===== config.mk =====
export PLATFORM = sky130hd
export DESIGN_NAME = cte_ctrl
export DESIGN_NICKNAME = d
export VERILOG_FILES = /design/src/cte_pkg.sv /design/src/cte_ctrl.sv
export SDC_FILE = /design/constraint.sdc
export NUM_CORES = 1
export LEC_CHECK = 0
export ABC_AREA = 1
export BUFFER_PORTS_ARGS = -buffer_cell sky130_fd_sc_hd__buf_2
export CAP_MARGIN = 0
export CORE_AREA = 2 2 39 41
export DETAILED_ROUTE_END_ITERATION = 12
export DIE_AREA = 0 0 41 43
export PLACE_DENSITY = 0.45
export SLEW_MARGIN = 20
export SYNTH_ARGS = -nofsm -noshare
export SYNTH_HDL_FRONTEND = slang
export SYNTH_SLANG_ARGS = --single-unit

===== constraint.sdc =====
create_clock -name clk -period 1.44 [get_ports clk]
set_input_delay 0.072 -clock clk [delete_from_list [all_inputs] [get_ports clk]]
set_output_delay 0.072 -clock clk [all_outputs]
set_load 0.02 [all_outputs]

===== src/cte_pkg.sv =====
// Shared constants, codes and controller/datapath interface types for the text buffer editor.
package cte_pkg;

	// Node pool: index zero is the head, the rest hold characters.
	localparam int CAPACITY   = 255;
	localparam int POOL_DEPTH = CAPACITY + 1;
	localparam int NODE_W     = $clog2(POOL_DEPTH);
	localparam int FREE_W     = $clog2(CAPACITY);
	localparam int COUNT_W    = $clog2(CAPACITY + 1);
	localparam int FRESH_W    = NODE_W + 1;
	localparam int CHAR_W     = 8;
	localparam int LEN_W      = 8;

	typedef enum logic [2:0] {
		OP_INSERT = 3'd0,
		OP_DELETE = 3'd1,
		OP_LEFT   = 3'd2,
		OP_RIGHT  = 3'd3,
		OP_READ   = 3'd4
	} opcode_t;

	typedef enum logic [1:0] {
		ST_DONE    = 2'd0,
		ST_IGNORED = 2'd1,
		ST_FULL    = 2'd2,
		ST_EMPTY   = 2'd3
	} status_t;

	// Work step that the controller asks the datapath to perform.
	typedef enum logic [2:0] {
		STEP_IDLE,
		STEP_EXEC,
		STEP_LINK,
		STEP_FETCH,
		STEP_FIN
	} step_t;

	typedef struct packed {
		step_t step;
		logic  capture;
		logic  load_out;
	} cmd_t;

	typedef struct packed {
		logic go_link;
		logic go_fetch;
	} sts_t;

endpackage


===== src/cte_ctrl.sv =====
// Controller state machine that sequences each request through the datapath steps.
module cte_ctrl (
	input  logic          clk,
	input  logic          arst_n,
	input  logic          s_valid,
	output logic          s_ready,
	output logic          m_valid,
	input  logic          m_ready,
	output cte_pkg::cmd_t cmd,
	input  cte_pkg::sts_t sts
);

	typedef enum logic [2:0] {
		S_IDLE,
		S_EXEC,
		S_LINK,
		S_FETCH,
		S_FIN
	} state_t;

	state_t state_q;
	logic   m_valid_q;
	logic   out_free;

	assign out_free = !m_valid_q || m_ready;
	assign s_ready  = (state_q == S_IDLE);
	assign m_valid  = m_valid_q;

	// Commands decoded from the current state.
	always_comb begin
		cmd.capture  = (state_q == S_IDLE) && s_valid;
		cmd.load_out = (state_q == S_FIN) && out_free;
		unique case (state_q)
			S_IDLE:  cmd.step = cte_pkg::STEP_IDLE;
			S_EXEC:  cmd.step = cte_pkg::STEP_EXEC;
			S_LINK:  cmd.step = cte_pkg::STEP_LINK;
			S_FETCH: cmd.step = cte_pkg::STEP_FETCH;
			S_FIN:   cmd.step = cte_pkg::STEP_FIN;
			default: cmd.step = cte_pkg::STEP_IDLE;
		endcase
	end

	// State register and output valid flag.
	always_ff @(posedge clk or negedge arst_n) begin
		if (!arst_n) begin
			state_q   <= S_IDLE;
			m_valid_q <= 1'b0;
		end else begin
			// In the final state a taken result is replaced by the new one below.
			if (m_valid_q && m_ready && (state_q != S_FIN)) begin
				m_valid_q <= 1'b0;
			end
			unique case (state_q)
				S_IDLE: begin
					if (s_valid) begin
						state_q <= S_EXEC;
					end
				end
				S_EXEC: begin
					if (sts.go_link) begin
						state_q <= S_LINK;
					end else if (sts.go_fetch) begin
						state_q <= S_FETCH;
					end else begin
						state_q <= S_FIN;
					end
				end
				S_LINK:  state_q <= S_FIN;
				S_FETCH: state_q <= S_FIN;
				S_FIN: begin
					if (out_free) begin
						m_valid_q <= 1'b1;
						state_q   <= S_IDLE;
					end
				end
				default: state_q <= S_IDLE;
			endcase
		end
	end

endmodule


==> results.toml <==
[pwr]
seqPwrFrac_pct = 27.5
powerDensity_mw_per_mm2 = 2230
report.power.total_mw = 0.760
power.leakage_nw = 0.218
peakVddDrop_mv = 0.470
p_sw_mw = 0.362
switching_share_pct = 47.7
combPwrFrac_pct = 55.0
p_clk_share_pct = 17.5
power.internal_mw = 0.398

[floorplanning]
dieWidth_um = 41
io_pins = 13
dieHeight_um = 43
dieArea_mm2 = 0.00176
core_mm2 = 0.00138
initial_core_util_pct = 16.5
rows = 14

[timing]
rsz0062_at_grt = "no"
worst_slack_ns = 0.207
max_freq_mhz = 811
period_share_pct = 85.7
fin_setup_tns_ns = 0
worst_slew_pin_slew_ns = 0.170
hold_violations = 0
min_period_ns = 1.23
setup_viol = 0
relSlewSlack_pct = 88.7
clock_skew_ns = 0.00143
slew_violations = 0

[worst_setup_path]
critPathLaunchType = "flop"
cp_slowest_cell = "dfrtp_1"
worstPathArrival_ns = 1.16
cp_num_buf_inv = 1
cp_slowest_stage_delay_ns = 0.42
crit_path_max_fanout = 5
crit_required_ns = 1.37
cp-end-kind = "output port"
criticalPathCategory = "reg -> out"
path_cells = "nor2_2 -> nand2_1 -> nor2_1 -> buf_2"
crit_family = "flip-flops"

[cells_and_area]
drive_gt1_share_pct = 40.8
instances_no_fill = 65
fin_area_um2 = 342
final_nets = 57
syn_to_final_growth_pct = 49.2
diodes = 0

[clock_tree]
clk_path_buf_depth = 2
cts_setup_buffers = 0
cts.sinks = 4
insertion_delay_ns = 0.23
cts_max_level = 1
cts_tree = "done"
clk_pin_slew_ns = 0.03
cts_buffers = 3
cts_root_buf = "clkbuf_4"

[synthesis]
syn_area_per_cell_um2 = 6.94
synth_warnings = 0
synth_cells = 33
synth_cell_types = 9
synth_xor_area_share_pct = 0
syn_area_um2 = 229
synthAdderAreaFrac_pct = 0
synth_top_family_by_area = "simple AND/OR/NAND/NOR gates"
muxShareOfSynthArea_pct = 0
synthSimpleGateAreaFrac_pct = 33.3
synth-compound-area-share_pct = 8.20
synth-seq-area-share_pct = 43.7
synth_seq_cells = 4
syn_nets = 39

[global_route]
antenna_found_initial = 0
grtUsageTotal_pct = 6.55
globalRouteOverflowTotal = 0
grt_pass1_wl_um = 738
grt_max_degree = 6
grt.met1_usage_pct = 6.19
grt_pass1_vias = 216
met3_usage_pct = 3.14
use_met2_pct = 9.69
busiest_layer = "met2"

[placed_design]
pre_cts_slack_ns = 0.439
portBuffers = 12
dpl.hpwl_um = 425
placedCellCount = 61
place_area_um2 = 309
routabilityCongestion = 0.680

[hold_path]
holdCritPathClass = "in -> reg"

[status]
status = "finished, final reports clean"

[routing]
via_per_inst = 3.63
finalWirelength_um = 484
detail-route-antenna-nets = 0
num_vias = 236
firstDrtPassIters = 3
wl_per_cell_um = 7.45
first_iter_violations = 2
drc = 0

[run]
maxCapViolCount = 0
-- sequential cells by signal, summed over array words and instances, names as in the netlist --
register / cells
m_valid: 1
state_q: 3
-- layer usage --
metal  part of all wire [%]  vias up
met5                      0        -
met4                      0        0
met1                     41      101
met2                     54        4
li1                       -      131
met3                    5.6        0
-- layout make-up --
class / instances / area (um2)
fillers: 167 / 1040
flip-flops and latches: 4 / 100
multi-input cells: 20 / 95.1
repair buffers: 13 / 70.1
inverters: 9 / 33.8
clock buffers: 3 / 22.5
well taps: 16 / 20.0
-- worst reg2reg max path, delay by kind of cell, from the launching register on --
family	cells	cell delay, ns
flip-flops	1	0.42
AND/OR/NAND/NOR	4	0.39
-- repair_timing --
action | 4_1_cts | 5_1_grt
hold endpoints to repair | 4 | 0
hold buffers | 1 | 0
resized for setup | 0 | 0
-- metrics by stage --
stage	hold slack (ns)	utilization (%)
3_3_place_gp	-0.119	22.3
4_1_cts	0.0583	24.7
2_1_floorplan	-0.224	-
3_5_place_dp	-0.120	22.3
6_report	0.0573	24.7
5_1_grt	0.0641	24.7
-- cells in the mapped netlist --
cell	number	share of area, %
inv_2	1	1.6
o21ai_0	2	4.4
nand3_1	4	8.7
nor2_2	3	8.2
dfrtp_1	4	44
a21oi_2	1	3.8
nand2_1	6	9.8
inv_1	8	13
nor2_1	4	6.6
-- kinds of logic after synthesis --
| family | Yosys count |
|---|---|
| buf+inv | 9 |
| compound gates | 3 |
| simple gates | 17 |
| flops | 4 |
-- power groups by stage --
stage | Combinational [mW] | Clock [mW] | Sequential [mW]
2_1_floorplan | 0.283 | 0 | 0.222
3_3_place_gp | 0.422 | 0 | 0.210
3_5_place_dp | 0.426 | 0 | 0.210
4_1_cts | 0.429 | 0.141 | 0.209
5_1_grt | 0.466 | 0.147 | 0.216
6_report | 0.418 | 0.133 | 0.209
-- worst paths after layout --
kind / startpoint / slack [ns] / depth (start not counted) / endpoint
max in group asynchronous: arst_n / 1.15 / 2 / state_q[2]
worst min register to register: m_valid / 0.54 / 2 / m_valid
worst max-delay path: state_q[2] / 0.21 / 4 / cmd[1]
worst min-delay path: m_ready / 0.06 / 2 / m_valid
min in group asynchronous: arst_n / 0.17 / 2 / state_q[1]
worst max register to register: state_q[2] / 0.52 / 4 / state_q[0]
-- layout by cell type, fill, tap and decap left out --
cell / netlist / layout
buf_2: 0 / 12
nand2_1: 6 / 6
dfrtp_1: 4 / 4
nand3_1: 4 / 4
dlygate4sd3_1: 0 / 1
inv_1: 8 / 8
inv_2: 1 / 1
clkbuf_4: 0 / 3
a21oi_2: 1 / 1
nor2_2: 3 / 3
o21ai_0: 2 / 2
nor2_1: 4 / 4
No activity file was read; power rests on OpenSTA's default activity.
